### src/design/line_buffer_2d_convolution_unit_assert.svh
// Assertion macros used by the line buffer convolution queue.
`ifndef LINE_BUFFER_2D_CONVOLUTION_UNIT_ASSERT_SVH
`define LINE_BUFFER_2D_CONVOLUTION_UNIT_ASSERT_SVH

`ifndef ASSERT_OFF

// Same-cycle implication.
`define LBC_ASSERT_IMPLIES(label, clk, rst, ante, cons) \
  label: assert property (@(posedge clk) disable iff (rst) (ante) |-> (cons)) \
    else $error("same-cycle implication violated");

// Next-cycle implication.
`define LBC_ASSERT_NEXT(label, clk, rst, ante, cons) \
  label: assert property (@(posedge clk) disable iff (rst) (ante) |=> (cons)) \
    else $error("next-cycle implication violated");

`else

`define LBC_ASSERT_IMPLIES(label, clk, rst, ante, cons)
`define LBC_ASSERT_NEXT(label, clk, rst, ante, cons)

`endif

`endif

### src/design/lbc_pkg.sv
// Shared types, widths and register codes for the line buffer convolution unit.
package lbc_pkg;

  localparam int PIX_W       = 8;
  localparam int DIM_W       = 11;
  localparam int SHIFT_W     = 5;
  localparam int WORD_W      = 64;
  localparam int TAP_W       = 8;
  localparam int OUT_W       = 21;
  localparam int ADDR_W      = 3;
  localparam int DIM_CMP_W   = 13;  // holds any clamped dimension up to 4096
  localparam int PROD_W      = 17;  // unsigned pixel times signed tap
  localparam int ACC_W       = 33;  // sum plus rounding bias for shifts up to 31
  localparam int QUEUE_DEPTH = 4;

  localparam int DEF_WIN_DIM  = 3;
  localparam int DEF_MAX_LINE = 1024;
  localparam int DEF_MAX_ROWS = 1024;

  // Register indexes
  localparam logic [ADDR_W-1:0] REG_FRAME_WIDTH  = 3'd0;
  localparam logic [ADDR_W-1:0] REG_FRAME_HEIGHT = 3'd1;
  localparam logic [ADDR_W-1:0] REG_SHIFT_AMOUNT = 3'd2;
  localparam logic [ADDR_W-1:0] REG_TAPS_WORD_A  = 3'd3;
  localparam logic [ADDR_W-1:0] REG_TAPS_WORD_B  = 3'd4;
  localparam logic [ADDR_W-1:0] REG_TAPS_WORD_C  = 3'd5;
  localparam logic [ADDR_W-1:0] REG_TAP_LAST     = 3'd6;

  // Register reset values
  localparam logic [DIM_W-1:0] RST_FRAME_WIDTH  = 11'd1024;
  localparam logic [DIM_W-1:0] RST_FRAME_HEIGHT = 11'd1024;

  // Frame dimensions handed to the front end
  typedef struct packed {
    logic [DIM_W-1:0] width;
    logic [DIM_W-1:0] height;
  } lbc_dims_t;

  // Per-pixel classification carried through the queue
  typedef struct packed {
    logic produce;
    logic last;
  } lbc_flags_t;

endpackage

### src/design/lbc_result_if.sv
// Filtered result output channel.
interface lbc_result_if;
  logic                             valid;
  logic                             ready;
  logic signed [lbc_pkg::OUT_W-1:0] filtered_value;
  logic                             frame_last;

  modport source (output valid, output filtered_value, output frame_last, input ready);
  modport sink   (input valid, input filtered_value, input frame_last, output ready);
endinterface

### src/design/lbc_back.sv
// Back end: sliding window, tap products, adder tree, rounding shift and output register.
module lbc_back #(
  parameter int WIN_DIM = lbc_pkg::DEF_WIN_DIM
) (
  input  logic                                      clk,
  input  logic                                      rst,
  input  logic                                      q_empty,
  input  logic [WIN_DIM*lbc_pkg::PIX_W-1:0]         q_column,
  input  lbc_pkg::lbc_flags_t                       q_flags,
  output logic                                      q_pop,
  input  logic [WIN_DIM*WIN_DIM*lbc_pkg::TAP_W-1:0] taps,
  input  logic [lbc_pkg::SHIFT_W-1:0]               shift_amount,
  lbc_result_if.source                              results
);
  import lbc_pkg::*;

  localparam int KK    = WIN_DIM * WIN_DIM;
  localparam int ROW_W = PROD_W + $clog2(WIN_DIM);
  localparam int SUM_W = ROW_W + $clog2(WIN_DIM);

  logic                     adv;
  logic [PIX_W-1:0]         win [KK];
  logic                     b1_valid, b2_valid, b3_valid, b4_valid, o_valid;
  logic                     b1_last, b2_last, b3_last, b4_last;
  logic signed [PROD_W-1:0] prod [KK];
  logic signed [ROW_W-1:0]  row_sum [WIN_DIM];
  logic signed [ROW_W-1:0]  row_sum_next [WIN_DIM];
  logic signed [SUM_W-1:0]  total;
  logic signed [SUM_W-1:0]  total_next;
  logic signed [ACC_W-1:0]  bias;
  logic signed [ACC_W-1:0]  biased;
  logic signed [ACC_W-1:0]  shifted;

  // The whole pipe moves when the output register can take a value
  assign adv   = !o_valid || results.ready;
  assign q_pop = adv && !q_empty;

  // Window shifts left one column per dequeued pixel
  always_ff @(posedge clk) begin
    if (q_pop) begin
      for (int r = 0; r < WIN_DIM; r++) begin
        for (int c = 0; c < WIN_DIM - 1; c++) begin
          win[r*WIN_DIM + c] <= win[r*WIN_DIM + c + 1];
        end
        win[r*WIN_DIM + WIN_DIM - 1] <= q_column[r*PIX_W +: PIX_W];
      end
    end
  end

  // Row partial sums
  always_comb begin
    for (int r = 0; r < WIN_DIM; r++) begin
      row_sum_next[r] = '0;
      for (int c = 0; c < WIN_DIM; c++) begin
        row_sum_next[r] = row_sum_next[r] + ROW_W'(prod[r*WIN_DIM + c]);
      end
    end
  end

  // Final sum over rows
  always_comb begin
    total_next = '0;
    for (int r = 0; r < WIN_DIM; r++) begin
      total_next = total_next + SUM_W'(row_sum[r]);
    end
  end

  // Round half up, then arithmetic shift
  always_comb begin
    bias    = (shift_amount == '0) ? '0 :
              (ACC_W'(1) << (shift_amount - SHIFT_W'(1)));
    biased  = ACC_W'(total) + bias;
    shifted = biased >>> shift_amount;
  end

  // Stage valids
  always_ff @(posedge clk) begin
    if (rst) begin
      b1_valid <= 1'b0;
      b2_valid <= 1'b0;
      b3_valid <= 1'b0;
      b4_valid <= 1'b0;
      o_valid  <= 1'b0;
    end else if (adv) begin
      b1_valid <= q_pop && q_flags.produce;
      b2_valid <= b1_valid;
      b3_valid <= b2_valid;
      b4_valid <= b3_valid;
      o_valid  <= b4_valid;
    end
  end

  // Arithmetic datapath and frame-end tags
  always_ff @(posedge clk) begin
    if (adv) begin
      b1_last <= q_flags.last;
      b2_last <= b1_last;
      b3_last <= b2_last;
      b4_last <= b3_last;
      for (int k = 0; k < KK; k++) begin
        prod[k] <= PROD_W'($signed({1'b0, win[k]})) *
                   PROD_W'($signed(taps[k*TAP_W +: TAP_W]));
      end
      for (int r = 0; r < WIN_DIM; r++) begin
        row_sum[r] <= row_sum_next[r];
      end
      total                  <= total_next;
      results.filtered_value <= shifted[OUT_W-1:0];
      results.frame_last     <= b4_last;
    end
  end

  assign results.valid = o_valid;

endmodule

### src/flat_wrapper.sv
// flat-port wrapper written by rule: the top's interface ports become plain ports
module lbc_back_flat import lbc_pkg::*;
#(
  parameter int WIN_DIM = lbc_pkg::DEF_WIN_DIM
)
  (clk, rst, q_empty, q_column, q_flags, q_pop, taps, shift_amount, results_valid, results_filtered_value, results_frame_last, results_ready);
  lbc_result_if results_i ();
  input  logic clk;
  input  logic rst;
  input  logic q_empty;
  input  logic [WIN_DIM*lbc_pkg::PIX_W-1:0] q_column;
  input  lbc_pkg::lbc_flags_t q_flags;
  output logic q_pop;
  input  logic [WIN_DIM*WIN_DIM*lbc_pkg::TAP_W-1:0] taps;
  input  logic [lbc_pkg::SHIFT_W-1:0] shift_amount;
  output wire logic [$bits(results_i.valid)-1:0] results_valid;
  output wire logic [$bits(results_i.filtered_value)-1:0] results_filtered_value;
  output wire logic [$bits(results_i.frame_last)-1:0] results_frame_last;
  input wire logic [$bits(results_i.ready)-1:0] results_ready;
  assign results_valid = results_i.valid;
  assign results_filtered_value = results_i.filtered_value;
  assign results_frame_last = results_i.frame_last;
  assign results_i.ready = results_ready;
  lbc_back #(.WIN_DIM(WIN_DIM)) u_core (.clk(clk), .rst(rst), .q_empty(q_empty), .q_column(q_column), .q_flags(q_flags), .q_pop(q_pop), .taps(taps), .shift_amount(shift_amount), .results(results_i));
endmodule
### config.mk
export PLATFORM = sky130hd
export DESIGN_NAME = lbc_back_flat
export DESIGN_NICKNAME = d
export VERILOG_FILES = /design/src/design/line_buffer_2d_convolution_unit_assert.svh /design/src/design/lbc_pkg.sv /design/src/design/lbc_result_if.sv /design/src/design/lbc_back.sv /design/src/flat_wrapper.sv
export SDC_FILE = /design/constraint.sdc
export NUM_CORES = 2
export LEC_CHECK = 0
export ABC_AREA = 1
export BUFFER_PORTS_ARGS = -buffer_cell sky130_fd_sc_hd__clkbuf_2
export CORE_MARGIN = 5
export CORE_UTILIZATION = 40
export CTS_CLUSTER_DIAMETER = 100
export DETAILED_ROUTE_END_ITERATION = 7
export GPL_ROUTABILITY_DRIVEN = 0
export PLACE_DENSITY_LB_ADDON = 0.12
export SYNTH_ARGS = -nofsm -noshare
export SYNTH_HDL_FRONTEND = slang
export SYNTH_SLANG_ARGS = --single-unit
### constraint.sdc
create_clock -name clk -period 26 [get_ports clk]
set_input_delay 7.8 -clock clk [delete_from_list [all_inputs] [get_ports clk]]
set_output_delay 7.8 -clock clk [all_outputs]
set_load 0.01 [all_outputs]
; After elaboration in Yosys (flattened, before gate mapping)
; Memory sizes are Yosys's and may differ from the RTL's.
; Index checks and enable logic that the tools add are counted.
[totals]
ff_bits = 52
ram_bits = 282
elab_cells = 47
memories = 3
[mem_list]
columns = memory, depth, width, rd, rd_clocked_by_memory_dff, wr, line_no
row1 = u_core.prod, 9, 17, 9, 0, 9, lbc_back.sv:25  ; logic signed [PROD_W-1:0] prod [KK];
row2 = u_core.win, 9, 8, 9, 0, 9, lbc_back.sv:22  ; logic [PIX_W-1:0] win [KK];
row3 = u_core.row_sum, 3, 19, 3, 0, 3, lbc_back.sv:26  ; logic signed [ROW_W-1:0] row_sum [WIN_DIM];
[classes]
add_sub_neg = 10
mul = 9
shift = 2
n_mux = 5
n_reduce_logical = 6
[op_table]
columns = cell, n
row1 = $mul 9x8->17, 9
row2 = $add 18x17->19, 3
row3 = $add 17x17->18, 3
row4 = $add 21x33->33, 1
row5 = $mux 33, 1
row6 = $shl 1x5->33 const A, 1
row7 = $sshr 33x5->21, 1
row8 = $add 20x19->21, 1
row9 = $add 19x19->20, 1
row10 = $logic_not 5->1, 1
row11 = $sub 5x1->5 const B, 1
row12 = $mux 1, 4
row13 = $logic_and 1x1->1, 2
row14 = $logic_not 1->1, 2
row15 = $logic_or 1x1->1, 1

; Logic depth before layout (Yosys ltp)
[logic_depth]
word_depth = 5
mapped_depth = 29

; Least setup slack after synthesis
; OpenSTA, ideal clock, no wires.
[synth_path]
path_kind = input -> output
startpoint = input port results_ready
endpoint = output port q_pop
t_arrival_ps = 11052
slack_ps = 7148
cell_stages = 2
cell_sequence = nor2_1 > nor2_1
[synth_between]
elab_chain_cells = 2
[synth_rtl]
columns = item, line_no
row1 = "start, declared", flat_wrapper.sv:19  ; input wire logic [$bits(results_i.ready)-1:0] results_ready;
row2 = $logic_or 1x1->1, lbc_back.sv:35  ; assign adv = !o_valid || results.ready;
row3 = $logic_and 1x1->1, lbc_back.sv:36  ; assign q_pop = adv && !q_empty;
row4 = "end, declared", flat_wrapper.sv:13  ; output logic q_pop;
; No other way between the ends.

; Final worst setup path
; Ends and elaborated chain as after synthesis.

==> flow_summary_export.csv <==
group,metric,value,unit
logic_synthesis,synth_most_common_cell,"nand2_1",
logic_synthesis,yosysTopAreaCell,"edfxtp_1",
sta,clock_skew,14.19,ps
cells_and_area,num-fill-cells,9724,
global_route,grt_first_pass_wirelength,149400,µm
logic_synthesis,synth_nets,5565,
global_route,grt_max_degree,77,
floorplanning,die_height,322.7,µm
critical_path,r2r_setup_slack,21090,ps
floorplanning,initial_core_util,0.4037,
global_route,met3_usage,0.02114,
detailed_routing,viasPerCell,4.727,
placed_design,io_buffers,130,
clock_tree,h-tree-depth,2,
critical_path,cp.arrival,9010,ps
critical_path,timing.rr.start,"u_core.win[0][48]",
sta,rsz0062_at_grt,"no",
clock_tree,clk_pin_slew,60,ps
sta,fin_setup_tns,0,ps
floorplanning,die_w,322.7,µm
logic_synthesis,async_flop_share,0,
pwr,power.density,112.8,mW/mm²
sta,hold_viol,0,
logic_synthesis,ys_seq_area_frac,0.2552,
sta,worst_slew_pin_slew,999.7,ps
global_route,grtUsageTotal,0.1778,
logic_synthesis,synth_top_area_share,0.2527,
placed_design,dp_slack,9161,ps
clock_tree,cts_hold_buf,0,
sta,setup_viol,0,
sta,worst_slack,9187,ps
global_route,gr-usage-met2,0.3073,
logic_synthesis,synthesis.area,0.03910,mm²
detailed_routing,wire_per_inst,15.19,µm
clock_tree,cts_setup_buffers,0,
cells_and_area,drive_above_1_share,0.07096,
worst_hold_path,hold_class,"flip-flop to flip-flop",
logic_synthesis,synthTopCellsByCount,"nand2_1 (1091), inv_1 (1024), ha_1 (489)",
pwr,p_total,4.750,mW
run_status,status,"finished, final reports clean",
critical_path,worstPathRequired,18200,ps
global_route,antenna_found_initial,3,
detailed_routing,dr.pass1.iters,5,
critical_path,critPathCaptureType,"output pin",
cells_and_area,fin_nets,5579,
clock_tree,cts_resized,0,
cells_and_area,syn_to_final_growth,7.705,%
clock_tree,cts-buffers-inserted,44,
global_route,gr-usage-met1,0.2435,
sta,slew-limit-headroom,0.3328,
logic_synthesis,ys_seq_elements,334,
logic_synthesis,yosys-top-cells-area,"edfxtp_1 (25%), fa_1 (21%), ha_1 (16%)",
global_route,overflow,0,
critical_path,startpoint,"results_ready",
detailed_routing,drt_iter0_drc,1360,
floorplanning,core.rowCount,114,
placed_design,place.detailed.hpwl,73510,µm
critical_path,cp_max_fo,26,
detailed_routing,ant_nets,0,
critical_path,r2r-end,"u_core.prod[0][118]",
clock_tree,cts_buffer_depth,3,
global_route,grt_pass1_vias,28504,
critical_path,critPathKind,"input pin to output pin",
critical_path,reg2regPathDepth,17,
clock_tree,clock_latency,590,ps
logic_synthesis,synth_edf_count,329,
clock_tree,cts-root-buf,"clkbuf_16",
logic_synthesis,ys_types,56,
logic_synthesis,syn_inst,4561,
floorplanning,ios,131,
sta,max_clock_freq,59.48,MHz
critical_path,startpoint_type,"input pin",
logic_synthesis,ys.flop_type,"edfxtp_1",
flow_run,drv_cap,0,
logic_synthesis,synth_area_per_cell,8.573,µm²
global_route,busiest_layer,"met2",
floorplanning,die-area,0.1041,mm²
sta,maxSlewViolCount,0,
sta,period_share,0.6466,
worst_hold_path,worstHoldPathCells,0,
sta,min_period,16810,ps
detailed_routing,finalWirelength,89410,µm
detailed_routing,routed-via-count,27826,
sta,holdWs,415.6,ps
logic_synthesis,yosysWarningCount,0,
pwr,ir_worst_vdd,0.09316,mV
critical_path,crit_end,"q_pop",
detailed_routing,post-route-drc-count,0,
clock_tree,clock_sinks,334,
clock_tree,cts_tree,"done",
floorplanning,core,0.09685,mm²
pwr,power.leakage,22.54,nW
==> worst max-delay path: stages <==
cell and delay [ps]:
clkbuf_2 80, nor2_1 590, nor2_4 300, clkbuf_2 220
==> area by class of cell <==
cell class,instances,area (µm²),area share
Clock inverter,33,319.1,0.007576
Tap cell,1276,1597,0.03791
Inverter,1026,3859,0.09162
Timing Repair Buffer,137,703.2,0.01670
Multi-Input combinational cell,3032,24540,0.5828
Sequential cell,334,9980,0.2370
Antenna cell,2,5.005,0.0001188
Clock buffer,46,1109,0.02632
==> cell usage in the layout, fill, tap and decap left out, types with 10 or more instances in the layout <==
cell type	Yosys	routed
nand2_1	1091	1091
inv_1	1024	1023
ha_1	489	489
fa_1	408	408
edfxtp_1	329	329
nand3_1	238	238
a21oi_1	173	173
nor2_1	160	159
clkbuf_2	0	130
xor2_1	112	112
o21ai_0	62	62
xnor2_1	59	59
or2_2	52	52
clkbuf_16	0	44
nand2_2	26	26
a21o_1	17	17
nand3_2	14	14
o21bai_1	13	13
o211ai_1	12	12
a31oi_1	11	11
nor3_1	10	10
nor2_2	10	10
==> where the power goes <==
part / internal, mW / switching, mW / leakage [nW]
clock network: 0.353 / 0.252 / 0.689
registers: 0.993 / 0.149 / 3.50
logic: 1.20 / 1.80 / 18.4
==> state kept, by name (all words and copies together), names as in the netlist, 21 cells and up <==
signal	flops
u_core.row_sum	57
u_core.results.filtered_value	21
u_core.win	72
u_core.prod	153
u_core.total	21
==> worst min path at each step <==
stage	startpoint	to	slack [ps]
final	u_core.b3_last	u_core.b4_last	420
after floorplan	u_core.b1_last	u_core.b2_last	400
after detailed placement	u_core.b3_last	u_core.b4_last	400
after global routing	u_core.b4_last	u_core.results.frame_last	420
after CTS	u_core.b3_last	u_core.b4_last	420
after global placement	u_core.b4_last	u_core.results.frame_last	400
==> metal layers <==
metal  share of wire  routed length [µm]
met4           0.016                1395
met1            0.47               41850
met2            0.48               43130
met5         0.00012                  11
met3           0.034                3028
==> cells by family (layout without fill, tap and decap cells) <==
| logic type | count (synthesis) | in the layout | share of synthesized area |
|---|---|---|---|
| flip-flops | 334 | 334 | 0.2552 |
| adder cells (fa/ha/maj) | 897 | 897 | 0.3654 |
| other | 1 | 3 | 0.00009590 |
| XOR/XNOR | 171 | 171 | 0.03830 |
| multiplexers | 2 | 2 | 0.0005120 |
| AND/OR/NAND/NOR | 1626 | 1626 | 0.1740 |
| buffers and inverters | 1195 | 1242 | 0.1173 |
| AO/OA/AOI/OAI | 335 | 335 | 0.04925 |
==> per-stage QoR <==
step / area, µm² / std cells / util
2_1_floorplan: 39100 / 4561 / -
3_3_place_gp: 40680 / 5805 / 0.4200
3_5_place_dp: 40680 / 5805 / 0.4200
4_1_cts: 42110 / 5884 / 0.4348
5_1_grt: 42110 / 5886 / 0.4348
6_report: 42110 / 5886 / 0.4348
Power figures use the tool's default switching activity.
