**src/design/line_buffer_2d_convolution_unit_assert.svh**
```systemverilog
// Assertion macros used by the line buffer convolution queue.
`ifndef LINE_BUFFER_2D_CONVOLUTION_UNIT_ASSERT_SVH
`define LINE_BUFFER_2D_CONVOLUTION_UNIT_ASSERT_SVH

`ifndef ASSERT_OFF

// Same-cycle implication.
`define LBC_ASSERT_IMPLIES(label, clk, rst, ante, cons) \
  label: assert property (@(posedge clk) disable iff (rst) (ante) |-> (cons)) \
    else $error("same-cycle implication violated");

// Next-cycle implication.
`define LBC_ASSERT_NEXT(label, clk, rst, ante, cons) \
  label: assert property (@(posedge clk) disable iff (rst) (ante) |=> (cons)) \
    else $error("next-cycle implication violated");

`else

`define LBC_ASSERT_IMPLIES(label, clk, rst, ante, cons)
`define LBC_ASSERT_NEXT(label, clk, rst, ante, cons)

`endif

`endif

```
**src/design/lbc_pkg.sv**
```systemverilog
// Shared types, widths and register codes for the line buffer convolution unit.
package lbc_pkg;

  localparam int PIX_W       = 8;
  localparam int DIM_W       = 11;
  localparam int SHIFT_W     = 5;
  localparam int WORD_W      = 64;
  localparam int TAP_W       = 8;
  localparam int OUT_W       = 21;
  localparam int ADDR_W      = 3;
  localparam int DIM_CMP_W   = 13;  // holds any clamped dimension up to 4096
  localparam int PROD_W      = 17;  // unsigned pixel times signed tap
  localparam int ACC_W       = 33;  // sum plus rounding bias for shifts up to 31
  localparam int QUEUE_DEPTH = 4;

  localparam int DEF_WIN_DIM  = 3;
  localparam int DEF_MAX_LINE = 1024;
  localparam int DEF_MAX_ROWS = 1024;

  // Register indexes
  localparam logic [ADDR_W-1:0] REG_FRAME_WIDTH  = 3'd0;
  localparam logic [ADDR_W-1:0] REG_FRAME_HEIGHT = 3'd1;
  localparam logic [ADDR_W-1:0] REG_SHIFT_AMOUNT = 3'd2;
  localparam logic [ADDR_W-1:0] REG_TAPS_WORD_A  = 3'd3;
  localparam logic [ADDR_W-1:0] REG_TAPS_WORD_B  = 3'd4;
  localparam logic [ADDR_W-1:0] REG_TAPS_WORD_C  = 3'd5;
  localparam logic [ADDR_W-1:0] REG_TAP_LAST     = 3'd6;

  // Register reset values
  localparam logic [DIM_W-1:0] RST_FRAME_WIDTH  = 11'd1024;
  localparam logic [DIM_W-1:0] RST_FRAME_HEIGHT = 11'd1024;

  // Frame dimensions handed to the front end
  typedef struct packed {
    logic [DIM_W-1:0] width;
    logic [DIM_W-1:0] height;
  } lbc_dims_t;

  // Per-pixel classification carried through the queue
  typedef struct packed {
    logic produce;
    logic last;
  } lbc_flags_t;

endpackage

```
**src/design/lbc_queue.sv**
```systemverilog
// Short queue between the front end and the arithmetic back end.
`include "line_buffer_2d_convolution_unit_assert.svh"

module lbc_queue #(
  parameter int WIDTH = 2,
  parameter int DEPTH = lbc_pkg::QUEUE_DEPTH
) (
  input  logic             clk,
  input  logic             rst,
  input  logic             push,
  input  logic [WIDTH-1:0] din,
  output logic             full,
  input  logic             pop,
  output logic [WIDTH-1:0] dout,
  output logic             empty
);
  import lbc_pkg::*;

  localparam int PW    = $clog2(DEPTH);
  localparam int CNT_W = $clog2(DEPTH + 1);

  logic [WIDTH-1:0] slots [DEPTH];
  logic [PW-1:0]    wr_ptr;
  logic [PW-1:0]    rd_ptr;
  logic [CNT_W-1:0] count;

  assign full  = (count == CNT_W'(DEPTH));
  assign empty = (count == '0);
  assign dout  = slots[rd_ptr];

  // Pointers and fill count
  always_ff @(posedge clk) begin
    if (rst) begin
      wr_ptr <= '0;
      rd_ptr <= '0;
      count  <= '0;
    end else begin
      if (push) begin
        wr_ptr <= (wr_ptr == PW'(DEPTH - 1)) ? '0 : wr_ptr + PW'(1);
      end
      if (pop) begin
        rd_ptr <= (rd_ptr == PW'(DEPTH - 1)) ? '0 : rd_ptr + PW'(1);
      end
      if (push && !pop) begin
        count <= count + CNT_W'(1);
      end else if (pop && !push) begin
        count <= count - CNT_W'(1);
      end
    end
  end

  // Storage
  always_ff @(posedge clk) begin
    if (push) begin
      slots[wr_ptr] <= din;
    end
  end

  `LBC_ASSERT_IMPLIES(a_no_overflow, clk, rst, full, !push)
  `LBC_ASSERT_IMPLIES(a_no_underflow, clk, rst, empty, !pop)
  `LBC_ASSERT_NEXT(a_count_up, clk, rst, push && !pop, count == $past(count) + CNT_W'(1))
  `LBC_ASSERT_NEXT(a_count_down, clk, rst, pop && !push, count == $past(count) - CNT_W'(1))

endmodule

```
**config.mk**
```make
export PLATFORM = sky130hd
export DESIGN_NAME = lbc_queue
export DESIGN_NICKNAME = d
export VERILOG_FILES = /design/src/design/lbc_pkg.sv /design/src/design/lbc_queue.sv
export VERILOG_INCLUDE_DIRS = /design/src /design/src/design
export SDC_FILE = /design/constraint.sdc
export NUM_CORES = 1
export LEC_CHECK = 0
export BUFFER_PORTS_ARGS = -buffer_cell sky130_fd_sc_hd__buf_2
export CAP_MARGIN = 20
export CORE_AREA = 2 2 44 56
export CTS_CLUSTER_SIZE = 30
export DETAILED_ROUTE_END_ITERATION = 8
export DIE_AREA = 0 0 46 58
export PLACE_DENSITY_LB_ADDON = 0.25
export SYNTH_ARGS = -nofsm -noshare
export SYNTH_HDL_FRONTEND = slang
export SYNTH_SLANG_ARGS = --single-unit
```
**constraint.sdc**
```tcl
create_clock -name clk -period 1.6 [get_ports clk]
set_input_delay 0.32 -clock clk [delete_from_list [all_inputs] [get_ports clk]]
set_output_delay 0.32 -clock clk [all_outputs]
set_load 0.02 [all_outputs]
```
## Yosys cells after proc, flatten, opt, wreduce, memory -nomap -nowiden

Memory sizes are Yosys's and may differ from the RTL's. A register that Yosys moved wholly into a read port is not among the register bits.
Cells that the tools add are included.

- Register bits: 7
- Bits in writable memories: 8
- Input bits: 6
- Output and inout bits: 4
- Word-level logic and storage cells: 25
- Memories: 1

- Add/sub/neg operators: 4
- Equal/unequal tests: 3
- Muxes and demuxes: 8
- Reduce and logical (&&, ||, !) cells: 6

Memories:

| name | words | width | read ports | clocked after memory_dff | wr ports | line | RTL |
|---|---|---|---|---|---|---|---|
| slots | 4 | 2 | 1 | 1 | 1 | lbc_queue.sv:22 | `logic [WIDTH-1:0] slots [DEPTH];` |

Operators with widths:

| kind | number |
|---|---|
| $mux 2 | 4 |
| $mux 3 | 2 |
| $add 2x1->2 const B | 2 |
| $eq 2x2->1 const B | 2 |
| $add 3x1->3 const B | 1 |
| $eq 3x3->1 const B | 1 |
| $logic_not 3->1 | 1 |
| $sub 3x1->3 const B | 1 |
| $logic_and 1x1->1 | 2 |
| $logic_not 1->1 | 2 |
| $mux 1 | 2 |
| $reduce_bool 2->1 | 1 |

## Depth between registers and ports, before layout

Gate-level depths: netlist (run 1).

- Word-level depth: 4
- Gate-level depth with buffers: 7
- Gate-level depth less buffers: 7

## Worst setup path before layout (run 1)

OpenSTA, ideal clock, no wires.

- Kind: input -> register
- Start point: input pop
- End point: register count[2]
- Setup time: 0.070 ns
- Arrival time: 1.512 ns
- Data required time: 1.530 ns
- Path slack: 0.018 ns
- Stages: 7
- Buffers on the path: 0
- Cell sequence: inv_1 -> ha_1 -> inv_1 -> fa_1 -> xor2_1 -> or3_1 -> a21oi_1

- Longest elaborated chain between the ends: 3
- Elaborated cells between the ends (all ways): 5
- Classes of those cells: mux: 1; reduce/logical: 4

Ends and longest elaborated chain:

| element | line | RTL |
|---|---|---|
| from (decl) | lbc_queue.sv:13 | `input logic pop,` |
| $logic_not 1->1 | lbc_queue.sv:44 | `if (push && !pop) begin` |
| $logic_and 1x1->1 | lbc_queue.sv:44 |  |
| $mux 3 or $reduce_bool 2->1 (tied branches) | -- |  |
| to (signal assigned) | lbc_queue.sv:45 | `count <= count + CNT_W'(1);` |
| to (signal assigned) | lbc_queue.sv:47 | `count <= count - CNT_W'(1);` |
| to (decl) | lbc_queue.sv:25 | `logic [CNT_W-1:0] count;` |

Parallel ways exist; a longest one is shown, timed or not.
A chain may end at the register's enable or synchronous reset.

==> impl_metrics.env, run 1 <==
export IMPL_outcome="complete, but fails checks"
export IMPL_violations="setup timing"
export IMPL_synth_adder_area_share=0.1306
export IMPL_routed_wire_length_per_instance_um=10.43
export IMPL_drt_drc_violations_left=0
export IMPL_die_h_um=58
export IMPL_gate_count_post_synth=55
export IMPL_cellLeakagePower_nw=0.3718
export IMPL_tritoncts_num_buffers=3
export IMPL_max_slew_margin_rel=0.8711
export IMPL_post_synth_mux_area_share=0.1031
export IMPL_met3WireLength_um=49
export IMPL_largest_net_degree_at_the_start_of_global_routing=11
export IMPL_setup_worst_path_end="dout[1]"
export IMPL_synth_simple_area_share=0.1117
export IMPL_met1_length_um=455
export IMPL_groute_usage_overall=0.08771
export IMPL_design_power_total_uw=898.4
export IMPL_sum_of_net_half_perimeters_after_detailed_placement_um=803.9
export IMPL_avgSynthCellArea_um2=13.24
export IMPL_timing_critical_path_arrival_ps=1280
export IMPL_tns_ps=-7.989
export IMPL_finalWirelength_um=960
export IMPL_cts_max_level=1
export IMPL_io_pin_count=10
export IMPL_top_routing_layer_in_use="met3"
export IMPL_power_share_combinational=0.181
export IMPL_starting_density_of_the_core=0.3404
export IMPL_synth_fp_nets=68
export IMPL_vias=427
export IMPL_port_buffer_count=9
export IMPL_wl_met2_um=455
export IMPL_timing_fmax_ghz=0.6234
export IMPL_combinational_family_with_the_most_area_after_synthesis="adder cells"
export IMPL_finalWorstSetupSlack_ps=-4.191
export IMPL_insertedDiodeCount=0
export IMPL_maximum_fanout_count_along_the_critical_path=2
export IMPL_post_synth_xor_area_fraction=0.02405
export IMPL_netSwitchingFraction=0.2616
export IMPL_fin_skew_ps=4.826
export IMPL_cell_area_power_density_nw_per_um2=1041
export IMPL_worstSetupEndpointType="output pin"
export IMPL_cts_tree="yes"
export IMPL_timing_critical_path_required_ps=1280
export IMPL_ff2ff_setup_slack_ps=140
export IMPL_grt_setup_unrepaired="yes"
export IMPL_avgViaCountPerCell=4.641
export IMPL_cell_internal_power_uw=663.3
export IMPL_clock_slew_seen_by_the_registers_of_the_worst_setup_and_hold_paths_ps=100
export IMPL_power_net_switching_uw=235.0
export IMPL_relative_area_change_from_synthesis_to_final_layout_pct=18.56
export IMPL_dieArea_um2=2668
export IMPL_grt_pass1_wl_mm=1.656
export IMPL_hold_viol=0
export IMPL_initialDrtViolationCount=3
export IMPL_detailedRoute_firstPassIterationCount=2
export IMPL_power_ir_vdd_worst_mv=0.5981
export IMPL_drv_slew=0
export IMPL_power_clock_fraction=0.244
export IMPL_grt_antenna_before_repair=0
export IMPL_setup_worst_path_start_class="flip-flop"
export IMPL_ff2ff_path_depth=4
export IMPL_final_util=0.4035
export IMPL_clock_insertion_delay_worst_skew_ps=280
export IMPL_period_needed_ps=1604
export IMPL_syn_cell_area_um2=728.2
export IMPL_cap_violations=0
export IMPL_num_rows=19
export IMPL_die_x_um=46
export IMPL_finalNetCount=85
export IMPL_postSynthRegisterBits=17
export IMPL_critical_register_to_register_path_endpoint="count[2]$_SDFFE_PP0P_"
export IMPL_first_global_vias=388
export IMPL_cts_sinks=17
export IMPL_routabilityCongestion=0.6836
export IMPL_timing_hold_worst_class="input port to flip-flop"
export IMPL_timing_final_setup_violations=2
export IMPL_synth_cell_types=15
export IMPL_core_area_um2=2140
export IMPL_yosys_warnings=0
export IMPL_critical_path_class="flip-flop to output pin"
export IMPL_drive_above_1_share=0.2676
export IMPL_worstMarginPinSlew_ps=193.0
export IMPL_antenna_left=0
export IMPL_tcrit_tclk_final=1.003
export IMPL_timing_rr_start="count[0]$_SDFFE_PP0P_"
export IMPL_clk_path_buf_depth=2
export IMPL_clock_root_buffer="clkbuf_4"
export IMPL_synth_compound_area_share=0.02749
export IMPL_share_seq_of_total_power=0.575
export IMPL_postCtsSetupBuffers=0
export IMPL_synth_yosys_seq_area_share=0.5773
export IMPL_grt_remaining_overflow=0
cells by family (layout without fill, tap and decap cells):
family / count (synthesis) / in the layout
AO/OA/AOI/OAI: 4 / 4
XOR/XNOR: 2 / 2
adder cells (fa/ha/maj): 7 / 7
buffers and inverters: 5 / 21
flip-flops: 17 / 17
multiplexers: 5 / 5
AND/OR/NAND/NOR: 15 / 15
power groups by stage:
| stage | clock network, mW | registers [mW] | logic [mW] |
|---|---|---|---|
| after floorplan | 0 | 0.520 | 0.109 |
| after global placement | 0 | 0.527 | 0.156 |
| after detailed placement | 0 | 0.528 | 0.156 |
| after CTS | 0.225 | 0.518 | 0.166 |
| after global routing | 0.242 | 0.522 | 0.182 |
| final | 0.219 | 0.517 | 0.163 |
Yosys cell counts (all sizes together):
cell | instances | area (µm²)
nor2 | 6 | 22.52
mux4 | 2 | 45.04
and2 | 4 | 25.02
nor3 | 1 | 5.000
a21oi | 3 | 15.01
nor3b | 3 | 22.52
mux2i | 3 | 30.03
xor2 | 2 | 17.52
inv | 5 | 18.77
ha | 6 | 75.07
or3 | 1 | 6.260
o21ai | 1 | 5.000
edfxtp | 8 | 240.2
dfxtp | 9 | 180.2
fa | 1 | 20.02
worst min path at each step:
stage                          startpoint  cells after the start  slack [ps]                     to
global route                       din[1]                      1         250  slots[1][1]$_DFFE_PP_
CTS                                din[1]                      1         250  slots[1][1]$_DFFE_PP_
global placement    count[2]$_SDFFE_PP0P_                      2         500  count[2]$_SDFFE_PP0P_
floorplan                             rst                      1         390  count[2]$_SDFFE_PP0P_
finish                             din[1]                      1         260  slots[1][1]$_DFFE_PP_
detailed placement  count[2]$_SDFFE_PP0P_                      2         500  count[2]$_SDFFE_PP0P_
placed cells by master, fill, tap and decap left out, types with 2 or more instances in the layout:
master	count
mux4_2	2
xor2_1	2
and2_1	4
mux2i_1	3
buf_2	7
buf_6	2
a21oi_1	3
nor3b_1	3
buf_4	3
edfxtp_1	8
nor2_1	6
inv_1	5
ha_1	6
clkbuf_4	3
dfxtp_1	8
metrics by stage:
stage,hold slack [ps],std cells,cell area (µm²),setup slack [ps]
floorplan,389.1,55,728.2,18.35
detailed placement,502.3,88,822.0,-158.2
CTS,250.6,92,863.3,-19.56
finish,259.8,92,863.3,-4.191
global route,254.9,92,863.3,-56.22
global placement,499.7,88,822.0,-120.8
routing by layer:
metal / vias up / GRT usage
met2: 9 / 0.1369
met4: 0 / 0.03673
met3: 0 / 0.03427
li1: 226 / -
met1: 192 / 0.1052
met5: - / 0
layout make-up:
class                   instances  area (µm²)
multi-input cells              33       289.0
flip-flops and latches         17       421.7
inverters                       5       18.77
clock inverters                 1       5.005
well taps                      21       26.28
fillers                       217        1276
clock buffers                   3       22.52
repair buffers                 12       80.08
repair_timing:
action / in CTS / in global routing
setup endpoints to repair: 2 / 2
gates cloned: 0 / 0
resized for setup: 5 / 0
hold buffers: 0 / 0
critical path, cell delays in order (launching register included):
cell,delay [ps]
dfxtp_2,360
mux4_2,500
buf_6,150
No activity file was read; power rests on OpenSTA's default activity.
==> inputs of run 2 (changes only) <==
SETUP_SLACK_MARGIN = 0.3   (was unset)
==> run 2 against run 1 <==
The flow still finishes with violations (setup timing). Critical path depth stayed put. Clock skew is 4.3 ps lower. Sequential power is 2% higher. Design area is 5.1% higher. Critical path type unchanged.
==> impl_metrics.env, run 2 (same netlist as run 1, synthesis figures left out) <==
export IMPL_ff2ff_path_depth=4
export IMPL_insertedDiodeCount=0
export IMPL_cell_area_power_density_nw_per_um2=1027
export IMPL_cts_sinks=17
export IMPL_avgViaCountPerCell=4.750
export IMPL_setup_worst_path_end="dout[1]"
export IMPL_ff2ff_setup_slack_ps=190
export IMPL_fill_cells=220
export IMPL_outcome="complete, but fails checks"
export IMPL_core_area_um2=2140
export IMPL_hold_viol=0
export IMPL_initialDrtViolationCount=1
export IMPL_power_ir_vdd_worst_mv=0.4337
export IMPL_cts_max_level=1
export IMPL_groute_usage_overall=0.09988
export IMPL_cts_tree="yes"
export IMPL_netSwitchingFraction=0.2598
export IMPL_clock_slew_seen_by_the_registers_of_the_worst_setup_and_hold_paths_ps=90
export IMPL_timing_critical_path_slowest_cell_delay_ps=510
export IMPL_power_share_combinational=0.202
export IMPL_setup_worst_path_start_class="flip-flop"
export IMPL_die_h_um=58
export IMPL_fin_skew_ps=0.5478
export IMPL_timing_fmax_ghz=0.6188
export IMPL_grt_antenna_before_repair=0
export IMPL_drv_slew=0
export IMPL_finalWorstSetupSlack_ps=-16.04
export IMPL_timing_critical_path_max_delay_family="multiplexers"
export IMPL_num_rows=19
export IMPL_timing_hold_worst_class="input port to flip-flop"
export IMPL_critical_path_cell_chain="mux4_2 -> buf_6"
export IMPL_detailed_place_area_um2=839.6
export IMPL_critical_path_cell_count=2
export IMPL_cell_internal_power_uw=689.5
export IMPL_max_slew_margin_rel=0.8683
export IMPL_first_global_vias=439
export IMPL_worstMarginPinSlew_ps=195.5
export IMPL_multi_input_comb_area_um2=317.8
export IMPL_port_buffer_count=9
export IMPL_critical_register_to_register_path_endpoint="count[2]$_SDFFE_PP0P_"
export IMPL_clk_path_buf_depth=2
export IMPL_sum_of_net_half_perimeters_after_detailed_placement_um=844
export IMPL_slowest_stage="mux4_2"
export IMPL_cap_violations=0
export IMPL_routed_wire_length_per_instance_um=11.73
export IMPL_power_net_switching_uw=242.0
export IMPL_die_x_um=46
export IMPL_sequential_cell_area_um2=430.4
export IMPL_vias=437
export IMPL_critical_path_class="flip-flop to output pin"
export IMPL_timing_critical_path_required_ps=1280
export IMPL_drive_above_1_share=0.3944
export IMPL_antenna_left=0
export IMPL_timing_rr_start="count[0]$_SDFFE_PP0P_"
export IMPL_grt_remaining_overflow=0
export IMPL_drt_drc_violations_left=0
export IMPL_largest_net_degree_at_the_start_of_global_routing=10
export IMPL_grt_setup_unrepaired="yes"
export IMPL_postCtsSetupBuffers=0
export IMPL_tcrit_tclk_final=1.010
export IMPL_timing_critical_path_buf_inv=1
export IMPL_timing_final_setup_violations=2
export IMPL_most_common_layout_cells="edfxtp_1 (8), nor2_1 (6)"
export IMPL_period_needed_ps=1616
export IMPL_final_util=0.4240
export IMPL_tritoncts_num_buffers=3
export IMPL_grt_pass1_wl_mm=1.863
export IMPL_timing_critical_path_arrival_ps=1300
export IMPL_final_instance_area_um2=907.1
export IMPL_design_power_total_uw=931.6
export IMPL_cellLeakagePower_nw=0.3739
export IMPL_worstSetupEndpointType="output pin"
export IMPL_power_clock_fraction=0.235
export IMPL_clock_insertion_delay_worst_skew_ps=280
export IMPL_io_pin_count=10
export IMPL_clock_root_buffer="clkbuf_4"
export IMPL_finalWirelength_mm=1.079
export IMPL_starting_density_of_the_core=0.3404
export IMPL_postCtsHoldBufs=0
export IMPL_share_seq_of_total_power=0.563
export IMPL_finalNetCount=85
export IMPL_maximum_fanout_count_along_the_critical_path=2
export IMPL_place_ws_ps=-90.99
export IMPL_violations="setup timing"
export IMPL_routabilityCongestion=0.7802
export IMPL_dieArea_um2=2668
export IMPL_detailedRoute_firstPassIterationCount=2
export IMPL_relative_area_change_from_synthesis_to_final_layout_pct=24.57
export IMPL_most_common_library_cell_in_the_layout_ignoring_fill_and_taps="edfxtp_1"
export IMPL_startpoint_of_the_tightest_hold_check_path="din[1]"
run 2: stage by stage:
step,std cells,hold slack (ps),TNS [ps]
after floorplan,55,389.1,0
after global placement,88,495.8,-50.03
after detailed placement,88,496.0,-90.99
after CTS,92,250.1,-74.97
after global routing,92,243.3,-134.5
final,92,258.6,-30.01
run 2: area by class of cell:
cell class	instances	share of cell area
inverter	5	0.02345
tap	21	0.02897
clock buffer	4	0.02897
sequential	17	0.4745
timing repair buffer	12	0.09379
multi-input combinational	33	0.3503
run 2: routing by layer:
layer,vias up,wire (µm),part of all wire,global-route usage
li1,222,-,-,-
met1,209,493,0.46,0.1183
met2,4,547,0.51,0.1548
met3,2,25,0.023,0.02804
met4,0,13,0.012,0.06122
met5,-,0,0,0
run 2: worst min path at each step:
| stage | to | depth (start not counted) |
|---|---|---|
| after CTS | slots[2][0]$_DFFE_PP_ | 1 |
| after floorplan | count[2]$_SDFFE_PP0P_ | 1 |
| after global placement | count[2]$_SDFFE_PP0P_ | 2 |
| final | slots[2][1]$_DFFE_PP_ | 1 |
| after global routing | slots[2][0]$_DFFE_PP_ | 1 |
| after detailed placement | count[2]$_SDFFE_PP0P_ | 2 |
run 2: repair_timing:
| action | in CTS | in global routing |
|---|---|---|
| pin swaps | 1 | 1 |
| endpoints found under the setup margin | 5 | 5 |
| resized for setup | 14 | 1 |
run 2: power groups by stage:
stage	logic [mW]	clock network (mW)	registers, mW
after global placement	0.164	0	0.526
after global routing	0.212	0.255	0.531
after detailed placement	0.166	0	0.526
after floorplan	0.115	0	0.520
final	0.188	0.219	0.525
after CTS	0.188	0.232	0.525
run 2: worst reg2reg max path, stage by stage (launching register included):
cell and delay, ps:
dfxtp_4 380, fa_2 380, xor2_1 170, or3_1 320, a21oi_2 110
==> inputs of run 3 (changes only) <==
ABC_AREA = 1   (was unset)
CORE_AREA = 2 2 45 58   (was 2 2 44 56)
DIE_AREA = 0 0 47 60   (was 0 0 46 58)
==> run 3 against run 2 <==
The flow now finishes without violations. Synthesized area up 5.8%. First-iteration DRC count rose to 12 times the previous value. Synthesized cell count increased by 44%. Clock-buffer cell count fell by 1. Sequential power about the same. Design area grew 6.8%. Register-to-register slack improved by 150 ps. Utilization is 0.33 points lower. Die area rose by 5.7%. Worst hold slack got worse by 10 ps. Clock power increased by 3%.
==> impl_metrics.env, run 3 <==
export IMPL_tritoncts_num_buffers=3
export IMPL_largest_net_degree_at_the_start_of_global_routing=11
export IMPL_fill_cells=241
export IMPL_timing_critical_path_required_ps=1280
export IMPL_yosys_warnings=0
export IMPL_tns_ps=0
export IMPL_most_common_layout_cells="nor2_1 (12), inv_1 (9), edfxtp_1 (8), nand2_1 (6)"
export IMPL_critical_path_class="flip-flop to output pin"
export IMPL_drt_drc_violations_left=0
export IMPL_postSynthRegisterBits=17
export IMPL_die_x_um=47
export IMPL_cellLeakagePower_nw=0.4297
export IMPL_synth_largest_type_area_fraction=0.3117
export IMPL_worstSetupEndpointType="output pin"
export IMPL_number_of_enable_type_register_cells_in_the_synthesized_netlist=8
export IMPL_drive_above_1_share=0.4086
export IMPL_syn_cell_area_um2=770.7
export IMPL_cap_violations=0
export IMPL_timing_critical_path_arrival_ps=1080
export IMPL_setup_worst_path_start_class="flip-flop"
export IMPL_grt_setup_unrepaired="yes"
export IMPL_worstMarginPinSlew_ps=169.5
export IMPL_detailed_place_area_um2=855.8
export IMPL_gate_count_post_synth=79
export IMPL_num_rows=20
export IMPL_routed_wire_length_per_instance_um=9.833
export IMPL_timing_final_setup_violations=0
export IMPL_insertedDiodeCount=0
export IMPL_clk_path_buf_depth=2
export IMPL_asyncSetResetFlopFracSynth=0
export IMPL_hold_viol=0
export IMPL_cts_max_level=1
export IMPL_finalNetCount=107
export IMPL_port_buffer_count=9
export IMPL_cts_tree="yes"
export IMPL_starting_density_of_the_core=0.3348
export IMPL_synth_cell_types=20
export IMPL_timing_hold_worst_class="input port to flip-flop"
export IMPL_timing_fmax_ghz=0.7148
export IMPL_outcome="complete, no violations"
export IMPL_finalWirelength_mm=1.239
export IMPL_antenna_left=0
export IMPL_clock_slew_seen_by_the_registers_of_the_worst_setup_and_hold_paths_ps=100
export IMPL_max_slew_margin_rel=0.8862
export IMPL_grt_antenna_before_repair=0
export IMPL_tcrit_tclk_final=0.8744
export IMPL_avgSynthCellArea_um2=9.756
export IMPL_postCtsHoldBufs=0
export IMPL_core_area_um2=2302
export IMPL_synth_largest_area_cell="edfxtp_1"
export IMPL_grt_remaining_overflow=0
export IMPL_fin_skew_ps=2.279
export IMPL_final_instance_area_um2=968.4
export IMPL_yosys_top_cells_area="edfxtp_1 (31%), dfxtp_1 (23%), ha_1 (9.7%)"
export IMPL_cell_area_power_density_nw_per_um2=1002
export IMPL_io_pin_count=10
export IMPL_avgViaCountPerCell=4.325
export IMPL_first_global_vias=505
export IMPL_cts_sinks=17
export IMPL_dieArea_um2=2820
export IMPL_yosys_cell_count_top_type="nor2_1"
export IMPL_final_util=0.4207
export IMPL_post_synth_most_frequent_cells="nor2_1 (13), inv_1 (10), dfxtp_1 (9)"
export IMPL_synth_yosys_seq_area_share=0.5455
export IMPL_vias=545
export IMPL_initialDrtViolationCount=12
export IMPL_grt_pass1_wl_mm=1.973
export IMPL_maximum_fanout_count_along_the_critical_path=5
export IMPL_detailedRoute_firstPassIterationCount=3
export IMPL_clock_root_buffer="clkbuf_4"
export IMPL_die_h_um=60
export IMPL_relative_area_change_from_synthesis_to_final_layout_pct=25.65
export IMPL_synth_flop_cell="dfxtp_1"
export IMPL_synth_fp_nets=92
export IMPL_groute_usage_overall=0.1005
export IMPL_most_common_library_cell_in_the_layout_ignoring_fill_and_taps="nor2_1"
export IMPL_routabilityCongestion=0.6535
export IMPL_clock_insertion_delay_worst_skew_ps=280
export IMPL_sum_of_net_half_perimeters_after_detailed_placement_um=930.5
export IMPL_drv_slew=0
export IMPL_power_ir_vdd_worst_mv=0.6195
export IMPL_period_needed_ps=1399
## run 3: cell types whose count changed after synthesis, sizes merged, moves of 2 or more
cell | previous run | this run
nor3 | 1 | 4
mux2i | 3 | 0
nor2 | 6 | 13
o22ai | 0 | 2
nor3b | 3 | 0
o21ai | 1 | 6
mux4 | 2 | 0
inv | 5 | 15
nand2 | 0 | 8
and2 | 4 | 0
## run 3: repair_timing
action	in CTS	in global routing
setup buffers	1	0
gates resized for setup	11	14
pin swaps	2	9
endpoints found under the setup margin	4	6
## run 3: area by class of cell
class                   instances  area [µm²]  area share
flip-flops and latches         17       431.7      0.4457
multi-input cells              46       331.6      0.3424
repair buffers                 11       77.57     0.08010
inverters                      15       58.81     0.06072
well taps                      33       41.29     0.04264
clock buffers                   3       22.52     0.02326
clock inverters                 1       5.005    0.005168
## run 3: final timing paths
check | cells past startpoint | slack [ps] | from | to
worst max register to register | 8 | 340 | count[0]$_SDFFE_PP0P_ | count[2]$_SDFFE_PP0P_
worst min register to register | 2 | 540 | count[1]$_SDFFE_PP0P_ | count[1]$_SDFFE_PP0P_
worst max-delay path | 3 | 200 | flip-flop | dout[1]
worst min-delay path | 1 | 250 | din[1] | slots[2][1]$_DFFE_PP_
## run 3: stage by stage
step	power, mW	setup slack, ps	hold WS [ps]	instances
2_1_floorplan	0.6522	293.8	389.7	79
3_3_place_gp	0.6960	116.8	527.1	121
3_5_place_dp	0.7049	81.49	539.2	121
4_1_cts	0.9494	193.7	246.5	126
5_1_grt	1.025	140.9	241.3	126
6_report	0.9702	201.0	248.5	126
## run 3: cells by family (layout without fill, tap and decap cells)
kind of cell / count (synthesis) / after routing / share of synthesized area
adders and majority gates: 7 / 7 / 0.1234
and+or+nand+nor: 27 / 27 / 0.1526
xor gates and xnor gates: 2 / 2 / 0.02273
buffers and inverters: 16 / 30 / 0.08767
DFF: 17 / 17 / 0.5455
AOI/OAI and AO/OA: 10 / 10 / 0.06818
## run 3: where the power goes
part	leakage (nW)	internal [mW]	switching (mW)
clock	0.0177	0.0928	0.133
sequential	0.150	0.494	0.0331
combinational	0.262	0.101	0.116
total	0.430	0.688	0.283
## run 3: worst max-delay path, stage by stage, from the launching register on
cell     delay [ps]
dfxtp_4         390
o21ai_1          80
o22ai_1         160
buf_4           160
## run 3: layer usage
| layer | track usage | wire length, µm | up-vias |
|---|---|---|---|
| li1 | - | - | 281 |
| met5 | 0 | 0 | - |
| met3 | 0.01813 | 35 | 2 |
| met4 | 0.05952 | 12 | 0 |
| met1 | 0.1128 | 501 | 254 |
| met2 | 0.1703 | 690 | 8 |
